File: config.mk
export PLATFORM = sky130hd
export DESIGN_NAME = motor_command_frame_builder
export DESIGN_NICKNAME = d
export VERILOG_FILES = /design/src/rtl/core/mcfb_pkg.sv /design/src/rtl/core/motor_command_frame_builder.sv
export SDC_FILE = /design/constraint.sdc
export NUM_CORES = 1
export LEC_CHECK = 0
export BUFFER_PORTS_ARGS = -buffer_cell sky130_fd_sc_hd__buf_2
export CORE_UTILIZATION = 54
export DETAILED_ROUTE_END_ITERATION = 10
export PLACE_DENSITY_LB_ADDON = 0.05
export SLEW_MARGIN = 5
export SYNTH_ARGS = -nofsm -noshare
export SYNTH_HDL_FRONTEND = slang
export SYNTH_SLANG_ARGS = --single-unit
File: constraint.sdc
create_clock -name clk -period 16.2 [get_ports clk]
set_clock_uncertainty 0.15 [all_clocks]
set_input_delay 4.86 -clock clk [delete_from_list [all_inputs] [get_ports clk]]
set_output_delay 4.86 -clock clk [all_outputs]
set_load 0.05 [all_outputs]
File: src/rtl/core/mcfb_pkg.sv
// mcfb_pkg: beat types, frame constants and the crc-7 byte update
// shared by the frame builder top level and its test environment
// no dependencies
`default_nettype none

package mcfb_pkg;

  // command beat
  typedef struct packed {
    logic [1:0]         req_type;
    logic signed [15:0] speed;
  } cmd_t;

  // frame byte beat
  typedef struct packed {
    logic [7:0] frame_byte;
    logic       last_byte;
  } frame_t;

  // command kinds
  localparam logic [1:0] REQ_EXIT_SAFE = 2'd0;
  localparam logic [1:0] REQ_BRAKE     = 2'd1;
  localparam logic [1:0] REQ_SPEED     = 2'd2;
  localparam logic [1:0] REQ_UNUSED    = 2'd3;

  // register indexes (paddr[3:2])
  localparam logic [1:0] REG_INVERT      = 2'd0;
  localparam logic [1:0] REG_SPEED_LIMIT = 2'd1;
  localparam logic [1:0] REG_SEND_CRC    = 2'd2;

  localparam int PADDR_W       = 4;
  localparam int SPEED_LIMIT_W = 15;

  // speed scaling
  localparam int FULL_SCALE   = 3200;
  localparam int FULL_SCALE_W = 12;
  localparam int MAG_W        = 15;
  localparam int PROD_W       = MAG_W + FULL_SCALE_W;
  localparam int FRAC_SHIFT   = 14;

  // frame bytes
  localparam logic [7:0] HDR_EXIT_SAFE = 8'h83;
  localparam logic [7:0] HDR_BRAKE     = 8'h92;
  localparam logic [7:0] BRAKE_DUTY    = 8'h20;
  localparam logic [7:0] HDR_FORWARD   = 8'h85;
  localparam logic [7:0] HDR_REVERSE   = 8'h86;
  localparam logic [7:0] CRC_POLY      = 8'h91;
  localparam logic [4:0] LOW_MASK      = 5'h1F;
  localparam logic [6:0] HIGH_MASK     = 7'h7F;

  // reflected crc-7, one byte, lsb first
  function automatic logic [7:0] crc7_byte(input logic [7:0] crc_in, input logic [7:0] data);
    logic [7:0] c;
    c = crc_in ^ data;
    for (int b = 0; b < 8; b++) begin
      if (c[0]) begin
        c = c ^ CRC_POLY;
      end
      c = {1'b0, c[7:1]};
    end
    return c;
  endfunction

  // crc after fixed leading bytes
  localparam logic [7:0] CRC_EXIT_SAFE = crc7_byte(8'h00, HDR_EXIT_SAFE);
  localparam logic [7:0] CRC_BRAKE     = crc7_byte(crc7_byte(8'h00, HDR_BRAKE), BRAKE_DUTY);
  localparam logic [7:0] CRC_FORWARD   = crc7_byte(8'h00, HDR_FORWARD);
  localparam logic [7:0] CRC_REVERSE   = crc7_byte(8'h00, HDR_REVERSE);

endpackage

`default_nettype wire

File: src/rtl/core/motor_command_frame_builder.sv
// motor_command_frame_builder: turns commands into serial motor controller
// frames (header, data bytes, optional crc-7), one byte per output beat
// depends on mcfb_pkg
//
//   port group   dir   beat / width        handshake
//   cmd          in    mcfb_pkg::cmd_t     cmd_valid / cmd_stall
//   frame        out   mcfb_pkg::frame_t   frame_valid / frame_stall
//   apb          in    4-bit paddr, 32b    psel / penable / pwrite, pready tied high
//
// five register stages: clamp, multiply, header + data bytes + crc through
// low byte, high byte crc + frame assembly, byte serializer. the serializer
// sends one byte a cycle while frame_stall is low and loads the next frame as
// the last byte leaves; a frame is 1 to 4 bytes (4 for set speed with crc).
// rst is synchronous: clears the valid bits and byte index, loads register defaults.
// stalls ripple back through the stage valid bits: a stage holds while the
// one after it is full and cannot move; nothing is dropped or sent twice.
`default_nettype none

module motor_command_frame_builder (
  input  wire logic                              clk,
  input  wire logic                              rst,
  // command channel
  input  wire logic                              cmd_valid,
  output logic                                   cmd_stall,
  input  wire mcfb_pkg::cmd_t                    cmd,
  // frame byte channel
  output logic                                   frame_valid,
  input  wire logic                              frame_stall,
  output mcfb_pkg::frame_t                       frame,
  // register port
  input  wire logic                              psel,
  input  wire logic                              penable,
  input  wire logic                              pwrite,
  input  wire logic [mcfb_pkg::PADDR_W-1:0]      paddr,
  input  wire logic [31:0]                       pwdata,
  output logic [31:0]                            prdata,
  output logic                                   pready
);
  import mcfb_pkg::*;

  // ---------------------------------------------------------------- registers
  logic                     invert_direction;
  logic [SPEED_LIMIT_W-1:0] speed_limit;
  logic                     send_crc;
  logic                     cfg_write;

  assign pready    = 1'b1;
  assign cfg_write = psel && penable && pwrite;

  always_ff @(posedge clk) begin
    if (rst) begin
      invert_direction <= 1'b0;
      speed_limit      <= SPEED_LIMIT_W'(16384);
      send_crc         <= 1'b1;
    end else if (cfg_write) begin
      unique case (paddr[3:2])
        REG_INVERT:      invert_direction <= pwdata[0];
        REG_SPEED_LIMIT: speed_limit      <= pwdata[SPEED_LIMIT_W-1:0];
        REG_SEND_CRC:    send_crc         <= pwdata[0];
        default:         ;
      endcase
    end
  end

  always_comb begin
    prdata = '0;
    unique case (paddr[3:2])
      REG_INVERT:      prdata = {31'd0, invert_direction};
      REG_SPEED_LIMIT: prdata = {{(32-SPEED_LIMIT_W){1'b0}}, speed_limit};
      REG_SEND_CRC:    prdata = {31'd0, send_crc};
      default:         prdata = '0;
    endcase
  end

  // ------------------------------------------------------- stage flow control
  logic s1_valid, s2_valid, s3_valid, s4_valid, ser_valid;
  logic free1, free2, free3, free4, ser_free;
  logic frame_taken, ser_last;

  assign frame_taken = ser_valid && !frame_stall;
  // serializer can take a new frame when empty or its last byte leaves now
  assign ser_free    = !ser_valid || (frame_taken && ser_last);
  assign free4       = !s4_valid || ser_free;
  assign free3       = !s3_valid || free4;
  assign free2       = !s2_valid || free3;
  assign free1       = !s1_valid || free2;
  assign cmd_stall   = !free1;

  // ------------------------------------------- stage 1: invert and clamp speed
  logic signed [16:0]  v_sext, v_dir, v_lim, lim_pos, lim_neg;
  logic                v_neg;
  logic [MAG_W-1:0]    v_mag;
  logic [1:0]          s1_kind;
  logic                s1_neg;
  logic [MAG_W-1:0]    s1_mag;

  always_comb begin
    v_sext  = 17'(cmd.speed);
    v_dir   = invert_direction ? -v_sext : v_sext;
    lim_pos = signed'({2'b00, speed_limit});
    lim_neg = -lim_pos;
    if (v_dir > lim_pos) begin
      v_lim = lim_pos;
    end else if (v_dir < lim_neg) begin
      v_lim = lim_neg;
    end else begin
      v_lim = v_dir;
    end
    v_neg = v_lim[16];
    // magnitude fits 15 bits since the limit does
    v_mag = v_neg ? MAG_W'(-v_lim) : MAG_W'(v_lim);
  end

  always_ff @(posedge clk) begin
    if (rst) begin
      s1_valid <= 1'b0;
    end else if (free1) begin
      // unused command code makes no frame, so it never enters
      s1_valid <= cmd_valid && (cmd.req_type != REQ_UNUSED);
    end
  end

  always_ff @(posedge clk) begin
    if (free1 && cmd_valid) begin
      s1_kind <= cmd.req_type;
      s1_neg  <= v_neg;
      s1_mag  <= v_mag;
    end
  end

  // ---------------------------------------------- stage 2: scale to controller
  logic [PROD_W-1:0] prod;
  logic [1:0]        s2_kind;
  logic              s2_neg;
  logic [11:0]       s2_scaled;

  assign prod = PROD_W'(s1_mag) * PROD_W'(FULL_SCALE);

  always_ff @(posedge clk) begin
    if (rst) begin
      s2_valid <= 1'b0;
    end else if (free2) begin
      s2_valid <= s1_valid;
    end
  end

  always_ff @(posedge clk) begin
    if (free2 && s1_valid) begin
      s2_kind   <= s1_kind;
      s2_neg    <= s1_neg;
      // only the 12 bits carried by low and high bytes matter
      s2_scaled <= prod[FRAC_SHIFT+11:FRAC_SHIFT];
    end
  end

  // -------------------------- stage 3: header, data bytes, crc through byte 1
  logic [7:0] hdr_c, b1_c, b2_c, crc3_c;
  logic [1:0] nbytes_c;
  logic [1:0] s3_kind;
  logic [7:0] s3_hdr, s3_b1, s3_b2, s3_crc;
  logic [1:0] s3_nbytes;

  always_comb begin
    hdr_c    = HDR_EXIT_SAFE;
    b1_c     = 8'h00;
    b2_c     = 8'h00;
    crc3_c   = CRC_EXIT_SAFE;
    nbytes_c = 2'd1;
    case (s2_kind)
      REQ_BRAKE: begin
        hdr_c    = HDR_BRAKE;
        b1_c     = BRAKE_DUTY;
        crc3_c   = CRC_BRAKE;
        nbytes_c = 2'd2;
      end
      REQ_SPEED: begin
        hdr_c    = s2_neg ? HDR_REVERSE : HDR_FORWARD;
        b1_c     = {3'b000, s2_scaled[4:0] & LOW_MASK};
        b2_c     = {1'b0, s2_scaled[11:5] & HIGH_MASK};
        crc3_c   = crc7_byte(s2_neg ? CRC_REVERSE : CRC_FORWARD, b1_c);
        nbytes_c = 2'd3;
      end
      default: begin
        hdr_c    = HDR_EXIT_SAFE;
        crc3_c   = CRC_EXIT_SAFE;
        nbytes_c = 2'd1;
      end
    endcase
  end

  always_ff @(posedge clk) begin
    if (rst) begin
      s3_valid <= 1'b0;
    end else if (free3) begin
      s3_valid <= s2_valid;
    end
  end

  always_ff @(posedge clk) begin
    if (free3 && s2_valid) begin
      s3_kind   <= s2_kind;
      s3_hdr    <= hdr_c;
      s3_b1     <= b1_c;
      s3_b2     <= b2_c;
      s3_crc    <= crc3_c;
      s3_nbytes <= nbytes_c;
    end
  end

  // ----------------------------- stage 4: finish crc, lay out the whole frame
  logic [7:0] crc4_c;
  logic [7:0] fb_c [4];
  logic [1:0] last_c;
  logic [7:0] s4_bytes [4];
  logic [1:0] s4_last;

  always_comb begin
    crc4_c = (s3_kind == REQ_SPEED) ? crc7_byte(s3_crc, s3_b2) : s3_crc;
    fb_c[0] = s3_hdr;
    fb_c[1] = s3_b1;
    fb_c[2] = s3_b2;
    fb_c[3] = 8'h00;
    if (send_crc) begin
      fb_c[s3_nbytes] = crc4_c;
      last_c = s3_nbytes;
    end else begin
      last_c = s3_nbytes - 2'd1;
    end
  end

  always_ff @(posedge clk) begin
    if (rst) begin
      s4_valid <= 1'b0;
    end else if (free4) begin
      s4_valid <= s3_valid;
    end
  end

  always_ff @(posedge clk) begin
    if (free4 && s3_valid) begin
      s4_bytes <= fb_c;
      s4_last  <= last_c;
    end
  end

  // ------------------------------------------------ stage 5: byte serializer
  logic [7:0] ser_bytes [4];
  logic [1:0] ser_last_idx;
  logic [1:0] ser_idx;

  assign ser_last          = (ser_idx == ser_last_idx);
  assign frame_valid       = ser_valid;
  assign frame.frame_byte  = ser_bytes[ser_idx];
  assign frame.last_byte   = ser_last;

  always_ff @(posedge clk) begin
    if (rst) begin
      ser_valid <= 1'b0;
      ser_idx   <= 2'd0;
    end else if (ser_free) begin
      ser_valid <= s4_valid;
      ser_idx   <= 2'd0;
    end else if (frame_taken) begin
      ser_idx   <= ser_idx + 2'd1;
    end
  end

  always_ff @(posedge clk) begin
    if (ser_free && s4_valid) begin
      ser_bytes    <= s4_bytes;
      ser_last_idx <= s4_last;
    end
  end

endmodule

`default_nettype wire
==> key figures <==
Synthesis
  – Synth cell types: 76
  – Yosys top cell area share: 38.69%
  – Asr flop ratio synth: 0%
  – Flops & latches, synth: 146
  – Leading area contributor after synthesis: edfxtp_1
  – Largest cells by area after synthesis: edfxtp_1, ha_1, xnor2_1
  – Syn. warnings: 0
  – Post-synth EDFFs: 122
  – Gate count after technology mapping: 917
  – Avg Cell Area, Syn: 10.33 um2
  – Mapped cell area: 0.009469 mm2
  – Sequential area share after synthesis: 43.76%
  – Main synth FF type: edfxtp_1

Power and ir drop
  – Maximum vdd ir drop: 0.00008715 V
  – Power, Total: 1332 uW
  – Static leakage: 0.004340 uW
  – Pwr Density: 125.9 mW/mm2

Timing
  – Final-report setup violation count: 0
  – Fin crit share: 68.75%
  – Setup TNS: 0 ns
  – RSZ-0062 raised after global routing: false
  – Fin crit period: 11.14 ns
  – Fin. Hold Viols: 0
  – Worst-margin pin slew: 1.206 ns
  – Max-slew violations: 0
  – Fmax: 89.78 MHz
  – Slew headroom: 19.25%

Critical path
  – Critical Path AT: 6.13 ns
  – Top cell family by delay on the critical path: buffers and inverters
  – Startpoint Class: input port
  – Crit-path max FO: 5
  – Crit Reg-Reg Endpoint: s1_mag[14]$_DFFE_PP_
  – Critical path class: in2out
  – Path depth of the worst reg2reg path: 16
  – Critical path capture point type: primary output
  – R2r setup slk: 10.58 ns
  – Buf/Inv on CP: 4
  – Max stage delay on crit path: 0.29 ns
  – Reg-to-reg startpoint: speed_limit[3]$_SDFFE_PP0P_
  – Worst path cell trace: buf_2 -> o31ai_1 -> inv_1 -> nand2_1 -> nor2_1 -> nand3_1 -> inv_1 -> buf_2
  – Worst path slowest cell: nor2_1
  – Crit path required time: 11.19 ns

Finish
  – Finished Cell Area: 0.01058 mm2
  – Nets: 1132
  – Most frequent cells in the layout: edfxtp_1, inv_1, ha_1
  – Share of post-route cells with drive strength above 1: 14.04%
  – Most common cell after layout, fill and taps aside: edfxtp_1
  – Area grow syn2layout: 11.72%
  – Diode count: 0

Global route
  – Remaining global-route overflow: 0
  – Tot GR Track Use: 23.08%
  – Initial antenna violation count: 0
  – Vias in the first global route: 6580
  – Largest net degree at the start of global routing: 32
  – First-pass GRT wire length: 31.91 mm

Clock tree
  – Num CTS Buffers: 17
  – Post-CTS Setup Bufs: 0
  – CTS tree: done
  – Clock transition at path regs: 0.06 ns
  – Root buf cell: clkbuf_16
  – Skew-Pair Late Insertion Delay: 0.42 ns
  – Maximum clock insertion buffer count: 2
  – CTS sink count: 146
  – H-Tree Depth: 4
  – CTS hold repair buffers: 0
  – Post-CTS sizing: 0

Detailed routing
  – Iteration count of the initial detailed-routing pass: 5
  – WL/cell: 16.00 um
  – Post-DRT Antenna Nets: 0
  – Total wire length: 19.44 mm
  – Iteration-0 DRC Markers: 304
  – Drt drc: 0
  – Vias: 6677
  – Drt via density: 5.495

Floorplan
  – IO Pins: 105
  – Chip height: 134.4 um
  – Initial Util: 54.94%
  – Die X: 134.4 um
  – Core Area: 0.01724 mm2
  – Row cnt: 48
  – Full die area: 0.01807 mm2

Run status
  – Outcome: complete, no violations

Hold path
  – Hold Path Class: reg2reg
  – Hold Path Stages: 0
  – Hold EP: ser_bytes[4]$_DFFE_PP_
  – Hold path startpoint: s4_bytes[4]$_SDFFCE_PN0P_

Placement
  – Gp weighted congestion: 0.9013
  – DP Area: 0.009938 mm2
  – Post-DP HPWL: 15.68 mm
  – Port bufs: 67

Job
  – Max_cap viols: 0
-- layout make-up --
cell class,count,area [um2]
Clock buffer,17,425.4
Clock inverter,15,215.2
Fill cell,1387,6658
Inverter,91,341.6
Multi-Input combinational cell,647,4783
Sequential cell,146,4144
Tap cell,225,281.5
Timing Repair Buffer,74,387.9
-- synth_stat cells (5+ instances only) --
library cell,instances
nor2b_1,7
xor2_1,16
a21o_1,5
buf_4,21
mux2i_1,12
a211o_1,5
edfxtp_1,122
nor3_1,14
o211ai_1,8
o31ai_1,8
fa_1,9
dfxtp_1,24
a21oi_1,49
nand2b_1,11
and2_1,29
mux4_2,7
xnor2_1,58
inv_1,91
ha_1,85
o21ai_0,40
clkbuf_1,21
nand2_1,82
a31oi_1,6
nor2_1,64
a211oi_1,6
nand4_1,9
nand3_1,14
-- through the flow --
step / cells / hold slack, ns / util [%] / setup slack (ns)
finish: 1215 / 0.2682 / 61.37 / 5.062
global route: 1215 / 0.2666 / 61.37 / 4.905
CTS: 1215 / 0.2687 / 61.37 / 5.055
detailed placement: 1183 / 0.2545 / 57.66 / 5.069
global placement: 1183 / 0.2546 / 57.66 / 5.087
floorplan: 933 / 0.2503 / - / 5.131
-- power breakdown --
| group | leakage (uW) | total, uW | internal, uW | switching (uW) |
|---|---|---|---|---|
| Sequential | 0.00133 | 480 | 460 | 20.1 |
| Combinational | 0.00270 | 434 | 185 | 249 |
| Clock | 0.000315 | 418 | 251 | 167 |
-- worst register-to-register path, stage by stage, from the launching register on --
cell and delay, ns:
dfxtp_1 0.43, nor3_1 0.79, nand2_1 0.31, nor4_1 0.60, xnor2_1 0.16, ha_1 0.34, a41oi_1 0.22, o211ai_1 0.13
o21ai_1 0.49, a21oi_1 0.20, o211ai_1 0.30, and2_1 0.20, ha_1 0.17, inv_1 0.06, a21oi_1 0.44, a41oi_1 0.21
xnor2_1 0.16
-- cell families (layout without fill, tap and decap cells) --
logic type      count (synthesis)  in the layout  share of synthesized area, %
simple gates                  262            262                         13.54
flops                         146            146                         43.76
compound gates                174            174                         12.46
fa+ha+maj                      94             94                         13.13
buf+inv                       140            197                         6.448
xor+xnor                       75             75                         7.016
other cells                     2             18                       0.07931
mux                            24             24                         3.554
-- state kept, by name (all words and copies together) (netlist names), 2 cells and up --
register and cells:
speed_limit 15, s3_b1 5, ser_bytes 29, s4_bytes 29
ser_last_idx 2, s2_kind 2, s3_nbytes 2, s1_kind 2
s2_scaled 12, s3_kind 2, s3_b2 7, s1_mag 15
s4_last 2, s3_crc 7, ser_idx 2, s3_hdr 4
-- per-layer routing --
layer  part of all wire (%)  GRT usage [%]  wire (um)  vias to the layer above
met4                    2.7          9.675        534                        0
met3                    3.1          4.157        597                       36
met2                     53          42.40      10240                      142
met1                     42          26.22       8073                     3161
met5                      0              0          0                        -
li1                       -              -          -                     3338
-- worst max path at each step --
stage	startpoint	end	slack, ns	cells after the start
floorplan	paddr[2]	prdata[0]	5.13	2
global placement	frame_stall	cmd_stall	5.09	8
detailed placement	frame_stall	cmd_stall	5.07	8
CTS	frame_stall	cmd_stall	5.05	8
global route	frame_stall	cmd_stall	4.90	8
finish	frame_stall	cmd_stall	5.06	8
(Power assumes the default switching activity.)
